`src/htwm_pkg.sv`:
```
// Package with shared types, widths and constants of the hit time-window merge block.
`default_nettype none
package htwm_pkg;

  localparam int unsigned AXES_DEF = 3;

  // Widths of the merge arithmetic
  localparam int unsigned NUM_W  = 76;  // second-moment numerator
  localparam int unsigned DEN_W  = 25;  // unsaturated energy sum
  localparam int unsigned RAD_W  = 50;  // variance / moment
  localparam int unsigned ROOT_W = 25;  // square root result

  localparam logic [23:0] WINDOW_RST = 24'd16;
  localparam logic [23:0] MAX24      = 24'hFFFFFF;
  localparam logic [19:0] MAX20      = 20'hFFFFF;

  typedef struct packed {
    logic        [23:0] hit_time;
    logic        [19:0] hit_time_spread;
    logic signed [19:0] hit_pos_x;
    logic signed [19:0] hit_pos_y;
    logic signed [19:0] hit_pos_z;
    logic        [19:0] hit_spread_x;
    logic        [19:0] hit_spread_y;
    logic        [19:0] hit_spread_z;
    logic        [23:0] hit_energy;
    logic               last_hit;
  } hit_t;

  typedef struct packed {
    logic        [23:0] clus_time;
    logic        [23:0] clus_time_spread;
    logic signed [19:0] clus_pos_x;
    logic signed [19:0] clus_pos_y;
    logic signed [19:0] clus_pos_z;
    logic        [19:0] clus_spread_x;
    logic        [19:0] clus_spread_y;
    logic        [19:0] clus_spread_z;
    logic        [23:0] clus_energy;
    logic               end_of_list;
  } clus_t;

  // One quantity to combine: old cluster value/spread/energy and hit value/spread/energy
  typedef struct packed {
    logic signed [24:0] v1;
    logic        [23:0] s1;
    logic        [23:0] e1;
    logic signed [24:0] v2;
    logic        [23:0] s2;
    logic        [23:0] e2;
  } comb_op_t;

  typedef struct packed {
    logic signed [24:0] mean;
    logic        [24:0] spread;
  } comb_res_t;

endpackage
`default_nettype wire

```
`src/htwm_div.sv`:
```
// Restoring divider, one quotient bit per cycle.
`default_nettype none
module htwm_div #(
  parameter int unsigned NW = htwm_pkg::NUM_W,
  parameter int unsigned DW = htwm_pkg::DEN_W
) (
  input  wire logic          clk_i,
  input  wire logic          rst_ni,
  input  wire logic          start_i,
  input  wire logic [NW-1:0] num_i,
  input  wire logic [DW-1:0] den_i,
  output logic               done_o,
  output logic      [NW-1:0] quo_o
);
  localparam int unsigned CW = $clog2(NW + 1);

  logic          busy_q, done_q;
  logic [CW-1:0] cnt_q;
  logic [NW-1:0] quo_q;
  logic [DW-1:0] rem_q, den_q;
  logic [DW:0]   shifted, diff;
  logic          ge;

  assign shifted = {rem_q, quo_q[NW-1]};
  assign ge      = shifted >= {1'b0, den_q};
  assign diff    = shifted - {1'b0, den_q};

  always_ff @(posedge clk_i or negedge rst_ni) begin
    if (!rst_ni) begin
      busy_q <= 1'b0;
      done_q <= 1'b0;
      cnt_q  <= '0;
    end else begin
      done_q <= 1'b0;
      if (!busy_q && start_i) begin
        busy_q <= 1'b1;
        cnt_q  <= CW'(NW);
      end else if (busy_q) begin
        cnt_q <= cnt_q - 1'b1;
        if (cnt_q == CW'(1)) begin
          busy_q <= 1'b0;
          done_q <= 1'b1;
        end
      end
    end
  end

  always_ff @(posedge clk_i) begin
    if (!busy_q && start_i) begin
      quo_q <= num_i;
      rem_q <= '0;
      den_q <= den_i;
    end else if (busy_q) begin
      rem_q <= ge ? diff[DW-1:0] : shifted[DW-1:0];
      quo_q <= {quo_q[NW-2:0], ge};
    end
  end

  assign done_o = done_q;
  assign quo_o  = quo_q;
endmodule
`default_nettype wire

```
`src/htwm_sqrt.sv`:
```
// Integer square root (floor), one result bit per cycle.
`default_nettype none
module htwm_sqrt #(
  parameter int unsigned RW = htwm_pkg::RAD_W
) (
  input  wire logic            clk_i,
  input  wire logic            rst_ni,
  input  wire logic            start_i,
  input  wire logic [RW-1:0]   rad_i,
  output logic                 done_o,
  output logic      [RW/2-1:0] root_o
);
  localparam int unsigned CW = $clog2(RW / 2 + 1);

  logic          busy_q, done_q;
  logic [CW-1:0] cnt_q;
  logic [RW-1:0] v_q, bit_q;
  logic [RW:0]   res_q, trial;
  logic          ge;

  assign trial = res_q + {1'b0, bit_q};
  assign ge    = {1'b0, v_q} >= trial;

  always_ff @(posedge clk_i or negedge rst_ni) begin
    if (!rst_ni) begin
      busy_q <= 1'b0;
      done_q <= 1'b0;
      cnt_q  <= '0;
    end else begin
      done_q <= 1'b0;
      if (!busy_q && start_i) begin
        busy_q <= 1'b1;
        cnt_q  <= CW'(RW / 2);
      end else if (busy_q) begin
        cnt_q <= cnt_q - 1'b1;
        if (cnt_q == CW'(1)) begin
          busy_q <= 1'b0;
          done_q <= 1'b1;
        end
      end
    end
  end

  always_ff @(posedge clk_i) begin
    if (!busy_q && start_i) begin
      v_q   <= rad_i;
      res_q <= '0;
      bit_q <= {2'b01, {(RW - 2){1'b0}}};
    end else if (busy_q) begin
      if (ge) begin
        v_q   <= v_q - trial[RW-1:0];
        res_q <= (res_q >> 1) + {1'b0, bit_q};
      end else begin
        res_q <= res_q >> 1;
      end
      bit_q <= bit_q >> 2;
    end
  end

  assign done_o = done_q;
  assign root_o = res_q[RW/2-1:0];
endmodule
`default_nettype wire

```
`src/htwm_comb.sv`:
```
// Shared combine unit: weighted mean and RMS spread of one quantity via one multiplier.
`default_nettype none
module htwm_comb (
  input  wire logic                clk_i,
  input  wire logic                rst_ni,
  input  wire logic                start_i,
  input  wire htwm_pkg::comb_op_t  op_i,
  input  wire logic [24:0]         ee_i,
  output logic                     done_o,
  output htwm_pkg::comb_res_t      res_o
);
  typedef enum logic [5:0] {
    C_IDLE = 6'b000001,
    C_MUL  = 6'b000010,
    C_DIVM = 6'b000100,
    C_DIVA = 6'b001000,
    C_SQ   = 6'b010000,
    C_SQRT = 6'b100000
  } cstate_e;

  localparam logic [3:0] ST_S1SQ = 4'd0;
  localparam logic [3:0] ST_A1SQ = 4'd1;
  localparam logic [3:0] ST_Q1LO = 4'd2;
  localparam logic [3:0] ST_Q1HI = 4'd3;
  localparam logic [3:0] ST_S2SQ = 4'd4;
  localparam logic [3:0] ST_A2SQ = 4'd5;
  localparam logic [3:0] ST_Q2LO = 4'd6;
  localparam logic [3:0] ST_Q2HI = 4'd7;
  localparam logic [3:0] ST_A1E1 = 4'd8;
  localparam logic [3:0] ST_A2E2 = 4'd9;
  localparam logic [3:0] ST_AMSQ = 4'd10;

  localparam int unsigned NW = htwm_pkg::NUM_W;
  localparam int unsigned RW = htwm_pkg::RAD_W;

  cstate_e             state_q;
  logic [3:0]          step_q;
  logic                ph_q, done_q;
  htwm_pkg::comb_op_t  op_q;
  logic [24:0]         ee_q;
  logic [49:0]         prod_q, prod_d;
  logic [47:0]         t_q;
  logic [48:0]         qv_q;
  logic [NW-1:0]       num_q;
  logic signed [50:0]  sum_q;
  logic [RW-1:0]       mom_q;
  logic [23:0]         am_q;
  htwm_pkg::comb_res_t res_q;
  logic [23:0]         a1, a2;
  logic [24:0]         mx, my;
  logic [50:0]         sum_mag;
  logic                div_start, div_done, sq_start, sq_done;
  logic [NW-1:0]       div_num, div_quo;
  logic [RW-1:0]       rad;
  logic [RW/2-1:0]     root;

  assign a1 = op_q.v1[24] ? 24'(-op_q.v1) : op_q.v1[23:0];
  assign a2 = op_q.v2[24] ? 24'(-op_q.v2) : op_q.v2[23:0];

  always_comb begin
    mx = '0;
    my = '0;
    case (step_q)
      ST_S1SQ: begin mx = {1'b0, op_q.s1}; my = {1'b0, op_q.s1}; end
      ST_A1SQ: begin mx = {1'b0, a1}; my = {1'b0, a1}; end
      ST_Q1LO: begin mx = qv_q[24:0]; my = {1'b0, op_q.e1}; end
      ST_Q1HI: begin mx = {1'b0, qv_q[48:25]}; my = {1'b0, op_q.e1}; end
      ST_S2SQ: begin mx = {1'b0, op_q.s2}; my = {1'b0, op_q.s2}; end
      ST_A2SQ: begin mx = {1'b0, a2}; my = {1'b0, a2}; end
      ST_Q2LO: begin mx = qv_q[24:0]; my = {1'b0, op_q.e2}; end
      ST_Q2HI: begin mx = {1'b0, qv_q[48:25]}; my = {1'b0, op_q.e2}; end
      ST_A1E1: begin mx = {1'b0, a1}; my = {1'b0, op_q.e1}; end
      ST_A2E2: begin mx = {1'b0, a2}; my = {1'b0, op_q.e2}; end
      ST_AMSQ: begin mx = {1'b0, am_q}; my = {1'b0, am_q}; end
      default: begin mx = '0; my = '0; end
    endcase
  end

  assign prod_d  = mx * my;
  assign sum_mag = sum_q[50] ? 51'(-sum_q) : 51'(sum_q);

  assign div_start = (state_q == C_MUL && ph_q && step_q == ST_A2E2) ||
                     (state_q == C_DIVM && div_done);
  assign div_num   = (state_q == C_MUL) ? num_q
                   : NW'(sum_mag) + NW'(ee_q[24:1]);
  assign sq_start  = state_q == C_SQ && ph_q;
  assign rad       = (mom_q > prod_q) ? mom_q - prod_q : '0;

  htwm_div #(.NW(NW), .DW(htwm_pkg::DEN_W)) u_div (
    .clk_i, .rst_ni, .start_i(div_start), .num_i(div_num), .den_i(ee_q),
    .done_o(div_done), .quo_o(div_quo)
  );

  htwm_sqrt #(.RW(RW)) u_sqrt (
    .clk_i, .rst_ni, .start_i(sq_start), .rad_i(rad), .done_o(sq_done), .root_o(root)
  );

  always_ff @(posedge clk_i or negedge rst_ni) begin
    if (!rst_ni) begin
      state_q <= C_IDLE;
      step_q  <= ST_S1SQ;
      ph_q    <= 1'b0;
      done_q  <= 1'b0;
    end else begin
      done_q <= 1'b0;
      case (state_q)
        C_IDLE: begin
          if (start_i) begin
            state_q <= C_MUL;
            step_q  <= ST_S1SQ;
            ph_q    <= 1'b0;
          end
        end
        C_MUL: begin
          ph_q <= !ph_q;
          if (ph_q) begin
            if (step_q == ST_A2E2) state_q <= C_DIVM;
            else step_q <= step_q + 1'b1;
          end
        end
        C_DIVM: if (div_done) state_q <= C_DIVA;
        C_DIVA: begin
          if (div_done) begin
            state_q <= C_SQ;
            step_q  <= ST_AMSQ;
            ph_q    <= 1'b0;
          end
        end
        C_SQ: begin
          ph_q <= !ph_q;
          if (ph_q) state_q <= C_SQRT;
        end
        C_SQRT: begin
          if (sq_done) begin
            state_q <= C_IDLE;
            done_q  <= 1'b1;
          end
        end
        default: state_q <= C_IDLE;
      endcase
    end
  end

  always_ff @(posedge clk_i) begin
    if (state_q == C_IDLE && start_i) begin
      op_q  <= op_i;
      ee_q  <= ee_i;
      num_q <= NW'(ee_i[24:1]);
      sum_q <= '0;
    end
    if ((state_q == C_MUL || state_q == C_SQ) && !ph_q) prod_q <= prod_d;
    if (state_q == C_MUL && ph_q) begin
      case (step_q)
        ST_S1SQ, ST_S2SQ: t_q  <= prod_q[47:0];
        ST_A1SQ, ST_A2SQ: qv_q <= 49'(t_q) + 49'(prod_q);
        ST_Q1LO, ST_Q2LO: num_q <= num_q + NW'(prod_q);
        ST_Q1HI, ST_Q2HI: num_q <= num_q + (NW'(prod_q) << 25);
        ST_A1E1: sum_q <= op_q.v1[24] ? -$signed({1'b0, prod_q}) : $signed({1'b0, prod_q});
        ST_A2E2: sum_q <= sum_q + (op_q.v2[24] ? -$signed({1'b0, prod_q})
                                               : $signed({1'b0, prod_q}));
        default: t_q <= t_q;
      endcase
    end
    if (state_q == C_DIVM && div_done) mom_q <= div_quo[RW-1:0];
    if (state_q == C_DIVA && div_done) am_q <= div_quo[23:0];
    if (state_q == C_SQRT && sq_done) begin
      res_q.mean   <= sum_q[50] ? -$signed({1'b0, am_q}) : $signed({1'b0, am_q});
      res_q.spread <= 25'(root);
    end
  end

  assign done_o = done_q;
  assign res_o  = res_q;
endmodule
`default_nettype wire

```
`config.mk`:
```
export PLATFORM = sky130hd
export DESIGN_NAME = htwm_comb
export DESIGN_NICKNAME = d
export VERILOG_FILES = /design/src/htwm_pkg.sv /design/src/htwm_div.sv /design/src/htwm_sqrt.sv /design/src/htwm_comb.sv
export SDC_FILE = /design/constraint.sdc
export NUM_CORES = 2
export LEC_CHECK = 0
export BUFFER_PORTS_ARGS = -buffer_cell sky130_fd_sc_hd__clkbuf_2
export CORE_ASPECT_RATIO = 0.8
export CORE_MARGIN = 2
export CORE_UTILIZATION = 65
export CTS_CLUSTER_SIZE = 16
export DETAILED_ROUTE_END_ITERATION = 10
export GPL_ROUTABILITY_DRIVEN = 0
export GPL_TIMING_DRIVEN = 0
export HOLD_SLACK_MARGIN = 0.06
export PLACE_DENSITY = 0.81
export SYNTH_ARGS = -nofsm -noshare
export SYNTH_HDL_FRONTEND = slang
export SYNTH_HIERARCHICAL = 1
export SYNTH_SLANG_ARGS = --single-unit
```
`constraint.sdc`:
```
create_clock -name clk_i -period 30.9 [get_ports clk_i]
set_clock_uncertainty 0.15 [all_clocks]
set_input_delay 9.27 -clock clk_i [delete_from_list [all_inputs] [get_ports clk_i]]
set_output_delay 9.27 -clock clk_i [all_outputs]
set_load 0.05 [all_outputs]
```
[Word level (Yosys, flattened, before mapping)]
Index checks and enable logic that the tools add are counted.
Storage, ports and cells
  register bits after elaboration: 849
  bits of input ports: 174
  output and inout bits: 51
  logic and storage cells: 174
Cells by class
  add/subtract/negate cells: 18
  multiply operators: 1
  $lt $le $gt $ge: 3
  equality and inequality tests: 26
  mux-type cells: 57
  reductions and logical operators: 36
Operator list (count)
  two-way mux 76 bit: 5
  two-way mux 51 bit: 6
  two-way mux 50 bit: 4
  one-hot mux 25 bit (7 select lines): 1
  one-hot mux 24 bit (7 select lines): 1
  one-hot mux 76 bit (2 select lines): 1
  one-hot mux 51 bit (2 select lines): 1
  subtractor 50 bit: 2
  adder 76 x 50 -> 76 bit: 1
  adder 76 x 75 -> 76 bit: 1
  two-way mux 24 bit: 3
  adder 51 x 24 -> 52 bit: 1
  adder 50 x 49 -> 51 bit: 1
  adder 51 x 49 -> 51 bit: 1
  adder 51 bit: 1
  greater-or-equal comparator 50 x 51 -> 1 bit: 1
  negation 50 -> 51 bit: 1
  negation 51 bit: 1
  greater-than comparator 50 bit: 1
  multiplier 25 x 25 -> 50 bit: 1
  adder 48 x 49 -> 49 bit: 1
  negation 24 bit: 2
  two-way mux 6 bit: 7
  one-hot mux 6 bit (6 select lines): 1
  other kinds (39): 95

[Logic depth before layout (Yosys ltp)]
  word-level depth: 6
  mapped depth: 38
  depth with buffers taken out: 36

[Hierarchy]
Netlist, hierarchy kept.
By module, submodules not included
  htwm_comb: instances 1, cells each 6663, area an instance 60684.5 µm², seq. area each 16366.9 µm²
  htwm_sqrt: instances 1, cells each 1519, area an instance 11872.6 µm², seq. area each 3198.1 µm²
  htwm_div: instances 1, cells each 511, area an instance 6786.5 µm², seq. area each 3758.6 µm²

[Least setup slack after synthesis]
OpenSTA, ideal clock, no wires.
  path type: input to register
  start point: input port start_i
  end point: register num_q[35]
  setup time: 0.127 ns
  data arrival time: 14.581 ns
  required time: 30.623 ns
  setup slack: 16.042 ns
  stages on the path: 8
  path buffers: 1
  path through: inv_1 > or2_2 > clkbuf_1 > inv_1 > nor2_1 > a22oi_1 > o21ai_0 > or3_1
On the way
  word-level cells in the longest chain between the ends: 4
Ends and longest elaborated chain
  start: declaration: line htwm_comb.sv:6  | input wire logic start_i,
  logical AND 1 bit (*): line htwm_comb.sv:145  | if (state_q == C_IDLE && start_i) begin
  two-way mux 76 bit (*): line htwm_comb.sv:145
  one-hot mux 76 bit (2 select lines): line htwm_comb.sv:153  | case (step_q)
  two-way mux 76 bit (*): line htwm_comb.sv:152  | if (state_q == C_MUL && ph_q) begin
  end signal: assignment: line htwm_comb.sv:148  | num_q <= NW'(ee_i[24:1]);
  end signal: assignment: line htwm_comb.sv:156  | ST_Q1LO, ST_Q2LO: num_q <= num_q + NW'(prod_q);
  end signal: assignment: line htwm_comb.sv:157  | ST_Q1HI, ST_Q2HI: num_q <= num_q + (NW'(prod_q) << 25);
  end: declaration: line htwm_comb.sv:44  | logic [NW-1:0] num_q;
Every way passes the cells marked *; elsewhere a longest branch is shown, timed or not.
A chain may end at the register's enable or synchronous reset.

[Worst setup path after layout]
  start point: register step_q[3]
  end point: register prod_q[49], data pin
On the way
  word-level cells in the longest chain between the ends: 4
  elaborated cells between the ends (all ways): 20
  those cells by class: mul: 1; eq/ne: 10; mux: 2; reduce/logical: 7
Ends and longest elaborated chain
  start: declaration: line htwm_comb.sv:37  | logic [3:0] step_q;
  start signal: assignment: line htwm_comb.sv:118  | else step_q <= step_q + 1'b1;
  == test 4 bit (tied with other cells): line htwm_comb.sv:63  | case (step_q)
  OR reduction 3 bit (no line) / OR reduction 2 bit (equally long branches)
  one-hot mux 24 bit (7 select lines) / one-hot mux 25 bit (7 select lines) (equally long branches): line htwm_comb.sv:63
  multiplier 25 x 25 -> 50 bit (*): line htwm_comb.sv:79  | assign prod_d = mx * my;
  net prod_d[49]: line htwm_comb.sv:41  | logic [49:0] prod_q, prod_d;
  end signal: assignment: line htwm_comb.sv:151  | if ((state_q == C_MUL || state_q == C_SQ) && !ph_q) prod_q <= prod_d;
  end: declaration: line htwm_comb.sv:41
The timed path passes the listed nets; every way through them passes the cells marked *.

==> Flow_metrics.wiki <==
{| class="wikitable"
! Metric !! Value
|-
| Status || finished, violations left
|-
| Violated checks || slew limit
|-
| Number of different library cells in the post-synthesis netlist || 107
|-
| Time the final worst path needs with I/O delays and setup || ~13 ns
|-
| Reg-to-reg setup timing slack || around 17 ns
|-
| Total Nets Final || 10.3k
|-
| Cells after DPL || 10.6k
|-
| Capturing point of the worst reg2reg path || prod_q[49]
|-
| Leading cell type in the layout, fill and taps excluded || sky130_fd_sc_hd__nand2_1
|-
| Final Hold Vio Count || 0
|-
| Worst min-delay path class || flip-flop to flip-flop
|-
| Multi-input combinational cell area || a little over 50000 sq um
|-
| Largest family of logic cells by synthesized area || adder cells
|-
| Max_cap viols || 0
|-
| Pin slew with the least headroom to its limit || 1.61 ns
|-
| Number of instances in the synthesized netlist || 8693
|-
| Unrepaired setup endpoints after global routing || no
|-
| Share of synthesized cell area in and, or, nand and nor gates || 0.154
|-
| Detailed-route wire length per cell || around 26 um
|-
| First-pass GRT wire length || between 400000 and 500000 um
|-
| Post-DR vias/cell || just under 7
|-
| Effective utilization at floorplan || 0.656
|-
| Part of the cycle the worst path needs || 0.435
|-
| Syn_area_per_cell || 9.13 sq um
|-
| Antenna violations before repair || 9
|-
| TritonCTS clock tree || done
|-
| Number of flops mapped to enable cells by yosys || 618
|-
| Slew Limit Headroom || -0.0713
|-
| Insertion delay of the later-clocked pin in the worst-skew pair || slightly below 0.8 ns
|-
| Fraction of the yosys area taken by sequential cells || 0.294
|-
| Die span in y || 316 um
|-
| Area after detailed placement || 82800 sq um
|-
| Count of warnings emitted by yosys || 6
|-
| DRC violation count after routing || 0
|-
| Xor/xnor cell area share of the yosys netlist || 0.0754
|-
| Critical path type || flip-flop to flip-flop
|-
| Total of buffers placed on input and output ports || 224
|-
| Slowest-stage cell, CP || sky130_fd_sc_hd__a221oi_1
|-
| Highest Clock Rate || 74.4 MHz
|-
| Detailed Route Iter0 Violations || roughly 11k
|-
| Fill cell instance count of the final layout || around 9k
|-
| Number of buffers added for setup after CTS || 0
|-
| Root buffer cell || sky130_fd_sc_hd__clkbuf_16
|-
| Clock input transition at the sequential cells of the worst setup and hold paths || 0.07 ns
|-
| Share of the synthesized area in compound gates (AO/OA/AOI/OAI) || 0.176
|-
| Final-layout setup total negative slack || 0 ns
|-
| Die footprint || 125000 sq um
|-
| Capture point of the critical path || prod_q[49]
|-
| WL final || 278000 um
|-
| CTS HTree Levels || 3
|-
| Die Span X || 395 um
|-
| Data arrival, critical path || 13.78 ns
|-
| Via count of the routed design || 72.8k
|-
| Footprint of the flip-flops and latches || 23300 sq um
|-
| Half-perimeter wire length after detailed placement || 217000 um
|-
| Maximum count of clock buffers along a single path || 3
|-
| Cts repair resizes || 0
|-
| Core area || roughly 120000 sq um
|-
| Adder-cell area share of the yosys netlist || 0.223
|-
| Area growth from synthesis to layout || 8.48%
|-
| Critical-path maximum fanout || 10
|-
| Worst R2R Path Depth || 34
|-
| Maximum number of pins on one net before global-route repair || 91
|-
| Number of sinks handled by clock tree synthesis || 849
|-
| I/O pin count || 225
|-
| Post-synth design cell area || between 70000 and 80000 sq um
|-
| Most common flop cell mapped by yosys || sky130_fd_sc_hd__edfxtp_1
|-
| Setup-violating endpoint count in the final report || 0
|-
| Multiplexer share of the synthesized area || 0.0193
|-
| Combined global-route utilization of all metal layers || 0.437
|-
| Critical Path Max Stage Delay || 0.93 ns
|-
| Area of all placed cells without fillers || 86100 sq um
|-
| CP startpoint kind || flip-flop
|-
| Number of nets with antenna violations after detailed routing || 0
|-
| Number of placement rows || 114
|-
| Asr flop ratio synth || 0.0330
|-
| Vias in the first global route || 68.8k
|-
| Count of TritonRoute iterations in the first routing pass || 11
|-
| Share of layout cells above drive strength 1 || 0.0682
|-
| Number of max-slew violations in the final report || 4
|-
| Worst setup startpoint || step_q[3]
|-
| Worst slack after detailed placement || 18.10 ns
|-
| Grt ovf || 0
|-
| Worst reg2reg path startpoint || step_q[3]
|-
| Most used cells in the layout excluding fill and tap cells || 1150 x sky130_fd_sc_hd__nand2_1, 758 x sky130_fd_sc_hd__inv_1, 618 x sky130_fd_sc_hd__edfxtp_1, 592 x sky130_fd_sc_hd__ha_1, 513 x sky130_fd_sc_hd__fa_1
|-
| Seq cells post-synth || 849
|-
| Syn Nets || 9972
|-
| Element type at the critical path end || flip-flop
|-
| Most numerous cell on the critical path || sky130_fd_sc_hd__fa_1
|-
| Number of hold buffers added after CTS || 0
|-
| Required time of the critical path || roughly 31 ns
|-
| Layout Cells excl Fill || about 11k
|-
| Total clock buffers created by CTS || 92
|-
| Worst Setup Slack, final || 17.45 ns
|}
## logic make-up after synthesis
group | after synthesis
compound gates | 2143
xor+xnor | 683
fa+ha+maj | 1105
buf+inv | 1194
flops | 849
mux | 139
simple gates | 2580
## cells in the mapped netlist, types with 72 or more instances
master                     number  area, sq um
sky130_fd_sc_hd__fa_1         513        10300
sky130_fd_sc_hd__mux2_2        83          935
sky130_fd_sc_hd__edfxtp_1     618        18600
sky130_fd_sc_hd__nand2_1     1151         4320
sky130_fd_sc_hd__inv_1        762         2860
sky130_fd_sc_hd__xor2_1       249         2180
sky130_fd_sc_hd__nor3_1        92          460
sky130_fd_sc_hd__a21oi_1      503         2520
sky130_fd_sc_hd__clkbuf_1     370         1390
sky130_fd_sc_hd__and2_1       166         1040
sky130_fd_sc_hd__o21ai_0      460         2300
sky130_fd_sc_hd__nor2_1       440         1650
sky130_fd_sc_hd__a21o_1       200         1500
sky130_fd_sc_hd__nand4_1       95          594
sky130_fd_sc_hd__nand3_1      143          716
sky130_fd_sc_hd__o22ai_1       84          526
sky130_fd_sc_hd__and3_1        89          557
sky130_fd_sc_hd__nor2b_1       81          507
sky130_fd_sc_hd__xnor2_1      434         3800
sky130_fd_sc_hd__ha_1         592         7410
sky130_fd_sc_hd__nand2b_1      82          513
sky130_fd_sc_hd__o21bai_1      72          541
sky130_fd_sc_hd__a31oi_1      136          851
sky130_fd_sc_hd__dfxtp_1      203         4060
## routing by layer
metal,share of wire,global-route usage
met3,0.17,0.196
met2,0.39,0.597
met5,0.0011,0.0134
met4,0.082,0.295
met1,0.36,0.555
## how the worst min path moves through the flow
stage	startpoint	to	slack, ns	depth (start not counted)
2_1_floorplan	ee_q[0]	u_div/den_q[0]	0.25	0
3_3_place_gp	u_div/quo_o[25]	mom_q[25]	0.29	0
3_5_place_dp	u_div/quo_o[25]	mom_q[25]	0.29	0
4_1_cts	u_div/quo_o[34]	mom_q[34]	0.30	0
5_1_grt	u_div/quo_o[34]	mom_q[34]	0.31	0
6_report	u_div/quo_o[34]	mom_q[34]	0.31	0
## sequential cells by signal (all words and copies together), names as in the netlist, 48 cells and up
signal / cells
qv_q: 49
prod_q: 50
res_o: 50
u_sqrt/v_q: 50
u_div/quo_o: 76
mom_q: 50
t_q: 48
num_q: 76
op_q: 146
u_sqrt/res_q: 51
sum_q: 51
## metrics by stage
step | util | hold WS [ns]
after detailed placement | 0.685 | 0.288
after global routing | 0.711 | 0.314
after global placement | 0.682 | 0.285
final | 0.712 | 0.310
after floorplan | - | 0.250
after CTS | 0.711 | 0.302
## worst max-delay path, delay by kind of cell (launching register included)
family / cells / cell delay (ns)
buf+inv: 8 / 1.74
simple gates: 7 / 2.29
flops: 1 / 0.37
compound gates: 10 / 4.50
xor+xnor: 1 / 0.15
fa+ha+maj: 8 / 3.97
## cell type report
cell class | instances | area share
antenna | 10 | 0.000291
buffer | 430 | 0.0212
clock buffer | 111 | 0.0290
clock inverter | 62 | 0.00824
inverter | 764 | 0.0334
multi-input combinational | 6650 | 0.597
sequential | 849 | 0.271
tap | 1624 | 0.0236
timing repair buffer | 238 | 0.0163
Power is not shown: default switching activity piles up to over one toggle a cycle in this logic, so the estimate is an artifact.
